**src/rtl/core/b45_pkg.sv**
```systemverilog
// Types, constants and the alphabet lookup of the Base45 encoder.
// Used by the front end, the queue, the back end and the top level.
package b45_pkg;

   localparam logic [6:0] DIGIT_BASE  = 7'd48;
   localparam logic [6:0] LETTER_BASE = 7'd55;

   // One encoding group waiting for the back end.
   typedef struct packed {
      logic [15:0] value;
      logic        three_chars;
      logic        last;
   } group_type;

   function automatic logic [6:0] b45_char(input logic [5:0] digit);
      logic [6:0] ch;
      ch = 7'd32;
      if (digit < 6'd10) begin
         ch = DIGIT_BASE + {1'b0, digit};
      end else if (digit < 6'd36) begin
         ch = LETTER_BASE + {1'b0, digit};
      end else begin
         case (digit)
            6'd36:   ch = 7'd32;
            6'd37:   ch = 7'd36;
            6'd38:   ch = 7'd37;
            6'd39:   ch = 7'd42;
            6'd40:   ch = 7'd43;
            6'd41:   ch = 7'd45;
            6'd42:   ch = 7'd46;
            6'd43:   ch = 7'd47;
            6'd44:   ch = 7'd58;
            default: ch = 7'd32;
         endcase
      end
      return ch;
   endfunction

endpackage

```
**src/rtl/core/base45_encoder.sv**
```systemverilog
// Base45 encoder top level: front end, group queue and character back end.
// Depends on b45_pkg, b45_front, b45_queue and b45_back.

// Bytes enter on the request channel with an end-of-message flag; every pair of
// bytes leaves as three Base45 characters and a lone final byte as two, least
// significant digit first. The first byte of a pair is taken and only held.
// Complete groups wait in a small queue, so bytes keep flowing while the output
// is stalled, until the queue fills. The back end produces exactly one character
// per cycle while the output is not stalled, from one 16x16 reciprocal multiply.
// A group passes through the queue, the back-end work register and the output
// register before its first character appears.
module base45_encoder
   import b45_pkg::*;
#(
   parameter int QUEUE_DEPTH = 2
) (
   input  logic       clock,
   input  logic       reset,
   input  logic       req_valid,
   output logic       req_ready,
   input  logic [7:0] req_data_byte,
   input  logic       req_message_end,
   output logic       rsp_valid,
   input  logic       rsp_ready,
   output logic [6:0] rsp_symbol,
   output logic       rsp_group_end,
   output logic       rsp_message_done
);

   group_type push_data, pop_data;
   logic      push, pop, queue_full, queue_empty;

   b45_front u_front (
      .clock           (clock),
      .reset           (reset),
      .req_valid       (req_valid),
      .req_ready       (req_ready),
      .req_data_byte   (req_data_byte),
      .req_message_end (req_message_end),
      .push            (push),
      .push_data       (push_data),
      .queue_full      (queue_full)
   );

   b45_queue #(
      .DEPTH (QUEUE_DEPTH)
   ) u_queue (
      .clock     (clock),
      .reset     (reset),
      .push      (push),
      .push_data (push_data),
      .full      (queue_full),
      .pop       (pop),
      .pop_data  (pop_data),
      .empty     (queue_empty)
   );

   b45_back u_back (
      .clock            (clock),
      .reset            (reset),
      .queue_empty      (queue_empty),
      .pop_data         (pop_data),
      .pop              (pop),
      .rsp_valid        (rsp_valid),
      .rsp_ready        (rsp_ready),
      .rsp_symbol       (rsp_symbol),
      .rsp_group_end    (rsp_group_end),
      .rsp_message_done (rsp_message_done)
   );

endmodule

```
**src/rtl/core/b45_queue.sv**
```systemverilog
// Short first-in first-out queue of encoding groups between front and back end.
// Depends on b45_pkg for the group type.
module b45_queue
   import b45_pkg::*;
#(
   parameter int DEPTH = 2
) (
   input  logic      clock,
   input  logic      reset,
   input  logic      push,
   input  group_type push_data,
   output logic      full,
   input  logic      pop,
   output group_type pop_data,
   output logic      empty
);

   localparam int AW = (DEPTH > 1) ? $clog2(DEPTH) : 1;
   localparam int CW = $clog2(DEPTH + 1);
   localparam logic [AW-1:0] LAST_PTR = AW'(DEPTH - 1);
   localparam logic [CW-1:0] FULL_CNT = CW'(DEPTH);

   group_type     store_ff [DEPTH];
   logic [AW-1:0] wr_ptr_ff, wr_ptr_in;
   logic [AW-1:0] rd_ptr_ff, rd_ptr_in;
   logic [CW-1:0] count_ff, count_in;
   logic          do_push, do_pop;

   assign full     = (count_ff == FULL_CNT);
   assign empty    = (count_ff == '0);
   assign do_push  = push && !full;
   assign do_pop   = pop && !empty;
   assign pop_data = store_ff[rd_ptr_ff];

   always_comb begin
      wr_ptr_in = wr_ptr_ff;
      rd_ptr_in = rd_ptr_ff;
      count_in  = count_ff;
      if (do_push) begin
         wr_ptr_in = (wr_ptr_ff == LAST_PTR) ? '0 : wr_ptr_ff + 1'b1;
      end
      if (do_pop) begin
         rd_ptr_in = (rd_ptr_ff == LAST_PTR) ? '0 : rd_ptr_ff + 1'b1;
      end
      if (do_push && !do_pop) begin
         count_in = count_ff + 1'b1;
      end else if (do_pop && !do_push) begin
         count_in = count_ff - 1'b1;
      end
   end

   always_ff @(posedge clock) begin
      if (reset) begin
         wr_ptr_ff <= '0;
         rd_ptr_ff <= '0;
         count_ff  <= '0;
      end else begin
         wr_ptr_ff <= wr_ptr_in;
         rd_ptr_ff <= rd_ptr_in;
         count_ff  <= count_in;
      end
   end

   always_ff @(posedge clock) begin
      if (do_push) begin
         store_ff[wr_ptr_ff] <= push_data;
      end
   end

endmodule

```
**src/rtl/core/b45_front.sv**
```systemverilog
// Front end: accepts message bytes, pairs them and forms encoding groups.
// Depends on b45_pkg for the group type.
module b45_front
   import b45_pkg::*;
(
   input  logic       clock,
   input  logic       reset,
   input  logic       req_valid,
   output logic       req_ready,
   input  logic [7:0] req_data_byte,
   input  logic       req_message_end,
   output logic       push,
   output group_type  push_data,
   input  logic       queue_full
);

   logic       holding_ff, holding_in;
   logic [7:0] held_ff, held_in;
   logic       accept;

   assign req_ready = !queue_full;
   assign accept    = req_valid && req_ready;

   always_comb begin
      holding_in = holding_ff;
      held_in    = held_ff;
      push       = 1'b0;
      push_data  = '{value: {8'd0, req_data_byte}, three_chars: 1'b0, last: 1'b1};
      if (holding_ff) begin
         push_data = '{value: {held_ff, req_data_byte}, three_chars: 1'b1,
                       last: req_message_end};
      end
      if (accept) begin
         if (!holding_ff && !req_message_end) begin
            holding_in = 1'b1;
            held_in    = req_data_byte;
         end else begin
            // A completed pair or a lone final byte is pushed as a group; nothing stays held.
            push       = 1'b1;
            holding_in = 1'b0;
            held_in    = 8'd0;
         end
      end
   end

   always_ff @(posedge clock) begin
      if (reset) begin
         holding_ff <= 1'b0;
         held_ff    <= 8'd0;
      end else begin
         holding_ff <= holding_in;
         held_ff    <= held_in;
      end
   end

endmodule

```
**src/rtl/core/b45_back.sv**
```systemverilog
// Back end: splits each group into base-45 digits, one character per cycle while the output is not stalled.
// Depends on b45_pkg for the group type and the alphabet lookup.
module b45_back
   import b45_pkg::*;
(
   input  logic       clock,
   input  logic       reset,
   input  logic       queue_empty,
   input  group_type  pop_data,
   output logic       pop,
   output logic       rsp_valid,
   input  logic       rsp_ready,
   output logic [6:0] rsp_symbol,
   output logic       rsp_group_end,
   output logic       rsp_message_done
);

   // floor(w / 45) = (w * 46604) >> 21 holds exactly for every 16-bit w.
   localparam logic [15:0] RECIP = 16'd46604;
   localparam int          SHIFT = 21;

   logic        active_ff, active_in;
   logic [15:0] work_ff, work_in;
   logic [1:0]  left_ff, left_in;
   logic        last_ff, last_in;
   logic        valid_ff, valid_in;
   logic [6:0]  symbol_ff, symbol_in;
   logic        grp_ff, grp_in;
   logic        done_ff, done_in;

   logic [31:0] product;
   logic [10:0] quot;
   logic [16:0] quot_x45;
   logic [15:0] rem_full;
   logic        out_free, emit, finishing;

   assign product  = work_ff * RECIP;
   assign quot     = product[31:SHIFT];
   assign quot_x45 = {1'b0, quot, 5'd0} + {3'b0, quot, 3'd0} + {4'b0, quot, 2'd0}
                   + {6'b0, quot};
   assign rem_full = work_ff - quot_x45[15:0];

   assign out_free  = !valid_ff || rsp_ready;
   assign emit      = active_ff && out_free;
   assign finishing = emit && (left_ff == 2'd1);
   assign pop       = !queue_empty && (!active_ff || finishing);

   always_comb begin
      active_in = active_ff;
      work_in   = work_ff;
      left_in   = left_ff;
      last_in   = last_ff;
      valid_in  = valid_ff && !rsp_ready;
      symbol_in = symbol_ff;
      grp_in    = grp_ff;
      done_in   = done_ff;
      if (emit) begin
         valid_in  = 1'b1;
         symbol_in = b45_char(rem_full[5:0]);
         grp_in    = finishing;
         done_in   = finishing && last_ff;
         work_in   = {5'd0, quot};
         left_in   = left_ff - 2'd1;
         if (finishing) begin
            active_in = 1'b0;
         end
      end
      if (pop) begin
         active_in = 1'b1;
         work_in   = pop_data.value;
         left_in   = pop_data.three_chars ? 2'd3 : 2'd2;
         last_in   = pop_data.last;
      end
   end

   always_ff @(posedge clock) begin
      if (reset) begin
         active_ff <= 1'b0;
         valid_ff  <= 1'b0;
         left_ff   <= 2'd0;
      end else begin
         active_ff <= active_in;
         valid_ff  <= valid_in;
         left_ff   <= left_in;
      end
   end

   always_ff @(posedge clock) begin
      work_ff   <= work_in;
      last_ff   <= last_in;
      symbol_ff <= symbol_in;
      grp_ff    <= grp_in;
      done_ff   <= done_in;
   end

   assign rsp_valid        = valid_ff;
   assign rsp_symbol       = symbol_ff;
   assign rsp_group_end    = grp_ff;
   assign rsp_message_done = done_ff;

endmodule

```
**config.mk**
```make
export PLATFORM = sky130hd
export DESIGN_NAME = base45_encoder
export DESIGN_NICKNAME = d
export VERILOG_FILES = /design/src/rtl/core/b45_pkg.sv /design/src/rtl/core/base45_encoder.sv /design/src/rtl/core/b45_queue.sv /design/src/rtl/core/b45_front.sv /design/src/rtl/core/b45_back.sv
export SDC_FILE = /design/constraint.sdc
export NUM_CORES = 1
export LEC_CHECK = 0
export CORE_MARGIN = 1
export CORE_UTILIZATION = 30
export CTS_CLUSTER_DIAMETER = 30
export DETAILED_ROUTE_END_ITERATION = 8
export DONT_BUFFER_PORTS = 1
export PLACE_DENSITY = 0.56
export SLEW_MARGIN = 40
export SYNTH_ARGS = -nofsm -noshare
export SYNTH_HDL_FRONTEND = slang
export SYNTH_HIERARCHICAL = 1
export SYNTH_SLANG_ARGS = --single-unit
```
**constraint.sdc**
```tcl
create_clock -name clock -period 9.7 [get_ports clock]
set_input_delay 0.97 -clock clock [delete_from_list [all_inputs] [get_ports clock]]
set_output_delay 0.97 -clock clock [all_outputs]
set_load 0.05 [all_outputs]
```
# Word-level counts from Yosys, hierarchy flattened
# Memory sizes are Yosys's and may differ from the RTL's. A register that Yosys moved wholly into a read port is not among the register bits.
# Index checks and enable logic that the tools add are counted.
totals:
  out_inout_bits: 11
  n_memories: 1
  in_bits: 13
  mem_bits_rw: 36
  register_bits: 43
classes:
  n_reduce_logical: 27
  muxes: 25
  magnitude_cmp: 2
  mul: 1
  addsub: 11
  eq_ne: 10
mem_list:
  columns: ["name", "depth", "width", "rd", "rd_clocked_by_memory_dff", "write_ports", "line", "text"]
  rows:
  - ["u_queue.store_ff", 2, 18, 1, 1, 1, "b45_queue.sv:23", "group_type store_ff [DEPTH];"]
ops:
  columns: ["op", "count"]
  rows:
  - ["$eq 6x6->1 const B", 8]
  - ["$pmux 5 s8", 1]
  - ["$mux 16", 2]
  - ["$mul 16x14->30 const B", 1]
  - ["$add 6x6->6", 3]
  - ["$mux 18", 1]
  - ["$add 6x6->7 const A", 2]
  - ["$mux 1", 14]
  - ["$mux 7", 2]
  - ["$logic_and 1x1->1", 11]
  - ["$logic_not 1->1", 9]
  - ["$mux 2", 4]
  - ["$mux 8", 1]
  - ["$lt 6x4->1 const B", 1]
  - ["$lt 6x6->1 const B", 1]
  - ["$reduce_bool 2->1", 3]
  - ["$sub 6x6->6", 1]
  - ["$sub 2x1->2 const B", 2]
  - ["$add 1x1->1 const B", 2]
  - ["$add 2x1->2 const B", 1]
  - ["$eq 2x1->1 const B", 1]
  - ["$eq 2x2->1 const B", 1]
  - ["$logic_not 2->1", 1]
  - ["$logic_or 1x1->1", 2]
  - ["$reduce_and 2->1", 1]

# Logic depth before layout (Yosys ltp)
# Gate-level depths: netlist of the first run.
depth:
  depth_word: 10
  ltp_mapped: 37
  depth_no_buf: 37

# Modules after synthesis
# Netlist of the first run, hierarchy kept.
by_module_without_submodules:
  columns: ["mod", "n_inst", "cells_each", "area_per_inst_um2", "seq_area_each_um2"]
  rows:
  - ["b45_back", 1, 564, 5475.3, 860.8]
  - ["b45_queue", 1, 81, 1514.0, 1181.1]
  - ["b45_front", 1, 45, 452.9, 180.2]

# Worst setup path before layout of the first run
# OpenSTA, ideal clock, no wires.
synth_timing:
  kind: "register to register"
  start: "register u_back.work_ff[5]"
  end: "register u_back.symbol_ff[0] (netlist: u_back/rsp_symbol[0]), data pin"
  required_ns: 9.421
  setup_slack_ns: 0.985
  setup_time_ns: 0.279
  t_arrival_ns: 8.436
  stages_incl_launch_ff: 37
  n_path_buf: 1
  cell_sequence: "edfxtp_1 ha_1 inv_1 fa_1 inv_1 fa_1 inv_1 fa_1 inv_1 fa_1 inv_1 fa_1 inv_1 ha_1 and4_1 and4_1 nand4_1 o21ai_1 xor2_1 xor2_1 ha_1 inv_1 ha_1 ha_1 inv_1 ha_1 a21oi_1 xnor2_1 xnor3_1 xnor2_2 xnor2_2 inv_1 ha_1 and2_1 clkbuf_1 a221oi_1 a21oi_1"
synth_via:
  elab_chain_cells: 9
  word_cells_on_any_way: 20
synth_rtl:
  columns: ["element", "line", "text"]
  rows:
  - ["from (decl)", "b45_back.sv:23", "logic [15:0] work_ff, work_in;"]
  - ["from (signal assigned)", "b45_back.sv:89", "work_ff <= work_in;"]
  - ["$mul 16x14->30", "b45_back.sv:37", "assign product = work_ff * RECIP;"]
  - ["$add 6x6->6 (2 in a row)", "b45_back.sv:39", "assign quot_x45 = {1'b0, quot, 5'd0} + {3'b0, quot, 3'd0} + {4'b0, quot, 2'd0}"]
  - ["$add 6x6->6", "b45_back.sv:40", "+ {6'b0, quot};"]
  - ["$sub 6x6->6 (*)", "b45_back.sv:41", "assign rem_full = work_ff - quot_x45[15:0];"]
  - ["$eq 6x6->1", "b45_pkg.sv:23", "case (digit)"]
  - ["$pmux 5 s8", "b45_pkg.sv:23", null]
  - ["$mux 7", "b45_pkg.sv:20", "end else if (digit < 6'd36) begin"]
  - ["$mux 7 (*)", "b45_pkg.sv:18", "if (digit < 6'd10) begin"]
  - ["to (signal assigned)", "b45_back.sv:91", "symbol_ff <= symbol_in;"]
  - ["to (decl)", "b45_back.sv:27", "logic [6:0] symbol_ff, symbol_in;"]
# Mark *: on every way between the ends. The rest lies on a longest branch, timed or not.
# A chain may end at the register's enable or synchronous reset.

# Worst setup path in the final report of the first run
layout_timing:
  start: "register u_back.work_ff[5]"
  end: "register u_back.symbol_ff[4] (netlist: u_back/rsp_symbol[4]), data pin"
# The elaborated chain is that of the path after synthesis.

==> results of run 1 <==
-- through the flow --
stage | hold slack [ns] | util | TNS [ns] | area (µm²) | instances
final | 0.4687 | 0.3322 | 0 | 8079 | 1014
after CTS | 0.4693 | 0.3318 | 0 | 8070 | 1014
after floorplan | 0.4342 | - | 0 | 7442 | 690
after global placement | 0.4549 | 0.3192 | 0 | 7762 | 998
after global routing | 0.4830 | 0.3322 | -0.003749 | 8079 | 1014
after detailed placement | 0.4478 | 0.3192 | 0 | 7764 | 998
-- worst max-delay path: cells and delay by family (launching register included) --
family | cells | cell delay (ns)
buf+inv | 8 | 0.39
simple gates | 4 | 0.87
fa+ha+maj | 12 | 4.69
flops | 1 | 0.51
compound gates | 6 | 1.23
xor+xnor | 6 | 1.34
-- synth_stat cells, types with 3 or more instances --
| master | count |
|---|---|
| inv_1 | 137 |
| ha_1 | 130 |
| edfxtp_1 | 62 |
| fa_1 | 55 |
| a21oi_1 | 31 |
| o21ai_0 | 26 |
| nor2_1 | 24 |
| nand2_1 | 23 |
| mux2_2 | 22 |
| dfxtp_1 | 18 |
| and2_1 | 17 |
| xnor2_1 | 14 |
| xor2_1 | 14 |
| buf_4 | 10 |
| a22o_1 | 9 |
| a211oi_1 | 7 |
| a21o_1 | 7 |
| clkbuf_1 | 7 |
| nand3_1 | 7 |
| nor3_1 | 6 |
| o211ai_1 | 4 |
| or3_1 | 4 |
| a31oi_1 | 3 |
| and3_1 | 3 |
| nand2b_1 | 3 |
| o21a_1 | 3 |
-- layout make-up --
type,instances,area (µm²),share of cell area
Inverter,137,514.2,0.06365
Clock buffer,9,225.2,0.02788
Clock inverter,7,81.33,0.01007
Multi-Input combinational cell,454,4607,0.5702
Sequential cell,80,2223,0.2752
Tap cell,324,405.4,0.05018
Timing Repair Buffer,3,22.52,0.002788
-- how the worst max path moves through the flow --
| stage | startpoint | endpoint | slack [ns] | depth (start not counted) |
|---|---|---|---|---|
| 3_3_place_gp | u_back/work_ff[5] | u_back/rsp_symbol[0] | 0.66 | 36 |
| 5_1_grt | u_back/work_ff[5] | u_back/rsp_symbol[3] | -0.004 | 37 |
| 4_1_cts | u_back/work_ff[2] | u_back/rsp_symbol[4] | 0.47 | 36 |
| 3_5_place_dp | u_back/work_ff[5] | u_back/rsp_symbol[0] | 0.49 | 36 |
| 6_report | u_back/work_ff[5] | u_back/rsp_symbol[4] | 0.52 | 36 |
| 2_1_floorplan | u_back/work_ff[5] | u_back/rsp_symbol[0] | 0.98 | 36 |
-- registers in the layout (all words and copies together) (netlist names), named ones only --
name                     cells
u_queue/store_ff            36
u_back/work_ff              16
u_front/held_ff              8
u_back/rsp_symbol            7
u_back/left_ff               2
u_queue/count_ff             2
u_back/active_ff             1
u_back/last_ff               1
u_back/rsp_group_end         1
u_back/rsp_message_done      1
u_back/rsp_valid             1
u_front/holding_ff           1
u_queue/rd_ptr_ff            1
u_queue/wr_ptr_ff            1
-- layer usage --
| metal | wire (µm) | share of wire | up-vias | track usage |
|---|---|---|---|---|
| li1 | - | - | 2325 | - |
| met1 | 7227 | 0.51 | 2218 | 0.1615 |
| met2 | 6548 | 0.46 | 51 | 0.1993 |
| met3 | 321 | 0.023 | 11 | 0.01511 |
| met4 | 73 | 0.0052 | 0 | 0.01705 |
| met5 | 0 | 0 | - | 0 |
-- kinds of logic (layout without fill, tap and decap cells) --
family          after synthesis  in the layout  synth area share
mux                          24             24           0.03598
xor+xnor                     33             33           0.04624
buf+inv                     156            156           0.08406
flops                        80             80            0.2986
compound gates              109            109           0.09482
simple gates                103            103           0.07381
fa+ha+maj                   185            185            0.3665
==> flow_metrics.env, run 1 <==
export IMPL_setup_slack_ns=0.5181
export IMPL_cts_sinks=80
export IMPL_cp_max_fo=7
export IMPL_min_path_cells=1
export IMPL_vias=4605
export IMPL_path_class="reg -> reg"
export IMPL_async_flop_share=0
export IMPL_drt_pass1_iter_count=4
export IMPL_place_ws_ns=0.4924
export IMPL_place_congestion=0.8330
export IMPL_ys_seq_elements=80
export IMPL_clk_path_buf_depth=2
export IMPL_die_x_um=159.5
export IMPL_path_clk_slew_ns=0.07
export IMPL_fillers=2384
export IMPL_grt_overflow=0
export IMPL_post_cts_buffers=0
export IMPL_crit_top_cell="inv_1"
export IMPL_cp_start_kind="flop"
export IMPL_ant_nets=0
export IMPL_r2r_end="u_back/rsp_symbol[4]"
export IMPL_syn2layout_area_growth_pct=8.558
export IMPL_cts_root_buf="clkbuf_16"
export IMPL_synth_cell_type_count=59
export IMPL_io_buffers=0
export IMPL_antenna_found_initial=0
export IMPL_synth_area_top_cells="edfxtp_1 (25%), ha_1 (22%), fa_1 (15%)"
export IMPL_reg2reg_from="u_back/work_ff[5]"
export IMPL_cp_required_ns=9.90
export IMPL_fp_coreArea_mm2=0.02432
export IMPL_max_freq_mhz=108.9
export IMPL_die_h_um=159.5
export IMPL_status="completed"
export IMPL_clock_latency_ns=0.33
export IMPL_cap_violations=0
export IMPL_synth_top_area_share=0.2502
export IMPL_via_per_inst=4.541
export IMPL_ios=24
export IMPL_layout_nets=883
export IMPL_post_route_period_util=0.9466
export IMPL_mostFrequentLayoutCell="inv_1"
export IMPL_dp_hpwl_um=11330
export IMPL_critPathMaxStageDelay_ns=0.53
export IMPL_routed_wl_um=14170
export IMPL_cts_resized=0
export IMPL_yosys_warnings=6
export IMPL_yosysTopAreaCell="edfxtp_1"
export IMPL_min_delay_start="u_front/held_ff[6]"
export IMPL_synthFlopType="edfxtp_1"
export IMPL_drv_slew=0
export IMPL_hold_path_end="u_front/held_ff[6]"
export IMPL_placementRows=57
export IMPL_ctsHoldBuffers=0
export IMPL_clock_skew_ns=0.01087
export IMPL_final_layout_size_suffix_gt1_frac=0.08696
export IMPL_grt_pass1_vias=4862
export IMPL_syn_avg_cell_area_um2=10.79
export IMPL_hold_viol_final=0
export IMPL_final_cell_mix="inv_1 (137), ha_1 (130), edfxtp_1 (62), fa_1 (55), a21oi_1 (29)"
export IMPL_ff2ff_setup_slack_ns=0.52
export IMPL_finalCriticalPeriod_ns=9.182
export IMPL_syn_nets=888
export IMPL_grt_pass1_wl_um=24230
export IMPL_routedWlPerCell_um=13.97
export IMPL_cts_tree="yes"
export IMPL_num_antenna_cells=0
export IMPL_remaining_drc_errors=0
export IMPL_start_util=0.3060
export IMPL_finalSetupViolations=0
export IMPL_ff2ff_path_depth=36
export IMPL_worstPathArrival_ns=9.38
export IMPL_drt_iter0_drc=152
export IMPL_cts_buffers=9
export IMPL_min_path_type="reg -> reg"
export IMPL_grt_max_degree=30
export IMPL_worst_pin_slew_ns=0.7757
export IMPL_htreeDepth=3
export IMPL_critPathSlowestCell="fa_1"
export IMPL_yosysSeqAreaShare=0.2986
export IMPL_synth_edff_count=62
export IMPL_setup_worst_path_end_class="flop"
export IMPL_die_area_mm2=0.02544
export IMPL_synth_cells=690
export IMPL_syn_cell_area_mm2=0.007442
export IMPL_grtUsageTotal=0.1172
export IMPL_slew_headroom=0.4823
Power of run 1 is left out: the tool's default activity adds up to more than one toggle a clock period on the data nets, which glitch-free logic cannot reach.
==> inputs of run 2 (changes only) <==
--- a/config.mk
+++ b/config.mk
@@ -5,11 +5,12 @@
 export SDC_FILE = /design/constraint.sdc
 export NUM_CORES = 1
 export LEC_CHECK = 0
+export BUFFER_PORTS_ARGS = -buffer_cell sky130_fd_sc_hd__buf_2
 export CORE_MARGIN = 1
 export CORE_UTILIZATION = 30
 export CTS_CLUSTER_DIAMETER = 30
 export DETAILED_ROUTE_END_ITERATION = 8
-export DONT_BUFFER_PORTS = 1
+export MAX_ROUTING_LAYER = met4
 export PLACE_DENSITY = 0.56
 export SLEW_MARGIN = 40
 export SYNTH_ARGS = -nofsm -noshare
==> flow_metrics.env, run 2 (synthesis results as in run 1) <==
export IMPL_status="completed"
export IMPL_cts_tree="yes"
export IMPL_htreeDepth=3
export IMPL_start_util=0.3060
export IMPL_clock_latency_ns=0.33
export IMPL_dr_wl_met2_um=6667
export IMPL_die_x_um=159.5
export IMPL_mostFrequentLayoutCell="inv_1"
export IMPL_worst_pin_slew_ns=0.7644
export IMPL_cp_max_fo=7
export IMPL_vias=4676
export IMPL_dpl_cell_count=1021
export IMPL_layout_nets=906
export IMPL_dr_wl_met3_um=252
export IMPL_critPathMaxStageDelay_ns=0.52
export IMPL_tns_ns=0
export IMPL_cp_start_kind="flop"
export IMPL_grt_overflow=0
export IMPL_ios=24
export IMPL_min_path_type="reg -> reg"
export IMPL_critPathSlowestCell="edfxtp_1"
export IMPL_post_route_period_util=0.9380
export IMPL_clock_skew_ns=0.009362
export IMPL_clk_path_buf_depth=2
export IMPL_via_per_inst=4.509
export IMPL_hold_viol_final=0
export IMPL_hold_path_end="u_front/held_ff[1]"
export IMPL_finalCriticalPeriod_ns=9.099
export IMPL_setup_worst_path_end_class="flop"
export IMPL_rsz0062_at_grt="false"
export IMPL_grt_max_degree=30
export IMPL_ff2ff_setup_slack_ns=0.60
export IMPL_largest_register="u_queue/store_ff"
export IMPL_drt_pass1_iter_count=4
export IMPL_fp_coreArea_mm2=0.02432
export IMPL_reg_largest_list="u_queue/store_ff: 36 flops, u_back/work_ff: 16 flops, u_front/held_ff: 8 flops"
export IMPL_largest_reg_flops=36
export IMPL_routed_wl_um=14050
export IMPL_antenna_found_initial=0
export IMPL_placementRows=57
export IMPL_finalSetupViolations=0
export IMPL_slew_headroom=0.4898
export IMPL_remaining_drc_errors=0
export IMPL_path_clk_slew_ns=0.06
export IMPL_io_buffers=23
export IMPL_ant_nets=0
export IMPL_path_depth=36
export IMPL_cts_sinks=80
export IMPL_drv_slew=0
export IMPL_drt_met1_wl_um=6986
export IMPL_cts_buffers=9
export IMPL_cp_required_ns=9.75
export IMPL_final_layout_size_suffix_gt1_frac=0.1150
export IMPL_path_delay_family="adder cells"
export IMPL_ff2ff_path_depth=36
export IMPL_ctsHoldBuffers=0
export IMPL_syn2layout_area_growth_pct=10.05
export IMPL_routed_top_layer="met4"
export IMPL_die_area_mm2=0.02544
export IMPL_place_congestion=0.8390
export IMPL_worstPathArrival_ns=9.15
export IMPL_path_class="reg -> reg"
export IMPL_fin_util=0.3368
export IMPL_r2r_end="u_back/rsp_symbol[0]"
export IMPL_max_freq_mhz=109.9
export IMPL_post_cts_buffers=0
export IMPL_final_cell_mix="inv_1 (137), ha_1 (130), edfxtp_1 (62), fa_1 (55), a21oi_1 (29)"
export IMPL_reg2reg_from="u_back/work_ff[2]"
export IMPL_timing_critical_path_buf_inv=9
export IMPL_cts_root_buf="clkbuf_16"
export IMPL_min_delay_start="u_front/held_ff[1]"
export IMPL_die_h_um=159.5
export IMPL_routedWlPerCell_um=13.55
export IMPL_instances_no_fill=1037
export IMPL_grtUsageTotal=0.1217
export IMPL_grt_pass1_wl_um=24470
export IMPL_min_path_cells=1
export IMPL_cts_resized=0
export IMPL_cap_violations=0
export IMPL_grt_pass1_vias=4944
export IMPL_crit_top_cell="inv_1"
export IMPL_num_antenna_cells=0
export IMPL_drt_iter0_drc=199
export IMPL_dp_hpwl_um=11350
run 2: area by class of cell:
class	instances	area [µm²]
Clock buffer	9	225.2
Timing Repair Buffer	26	137.6
Tap cell	324	405.4
Multi-Input combinational cell	454	4614
Sequential cell	80	2223
Inverter	137	514.2
Clock inverter	7	70.07
Fill cell	2432	16130
run 2: routing by layer:
metal / vias to the layer above / track usage
li1: 2361 / -
met4: 0 / 0.02928
met3: 13 / 0.01198
met1: 2241 / 0.1601
met5: - / -
met2: 61 / 0.2009
run 2: worst max path at each step:
| stage | end | startpoint |
|---|---|---|
| finish | u_back/rsp_symbol[0] | u_back/work_ff[2] |
| global route | u_back/rsp_symbol[3] | u_back/work_ff[2] |
| CTS | u_back/rsp_symbol[0] | u_back/work_ff[2] |
| detailed placement | u_back/rsp_symbol[0] | u_back/work_ff[2] |
| global placement | u_back/rsp_symbol[0] | u_back/work_ff[5] |
| floorplan | u_back/rsp_symbol[0] | u_back/work_ff[5] |
run 2: per-stage QoR:
step	area (µm²)	hold WS, ns	setup WS [ns]
CTS	8174	0.4691	0.4704
finish	8190	0.4693	0.6014
global placement	7878	0.4503	0.6552
floorplan	7442	0.4342	0.9848
detailed placement	7879	0.4514	0.4554
global route	8190	0.4795	0.01376
Power of run 2 is left out for the same reason.
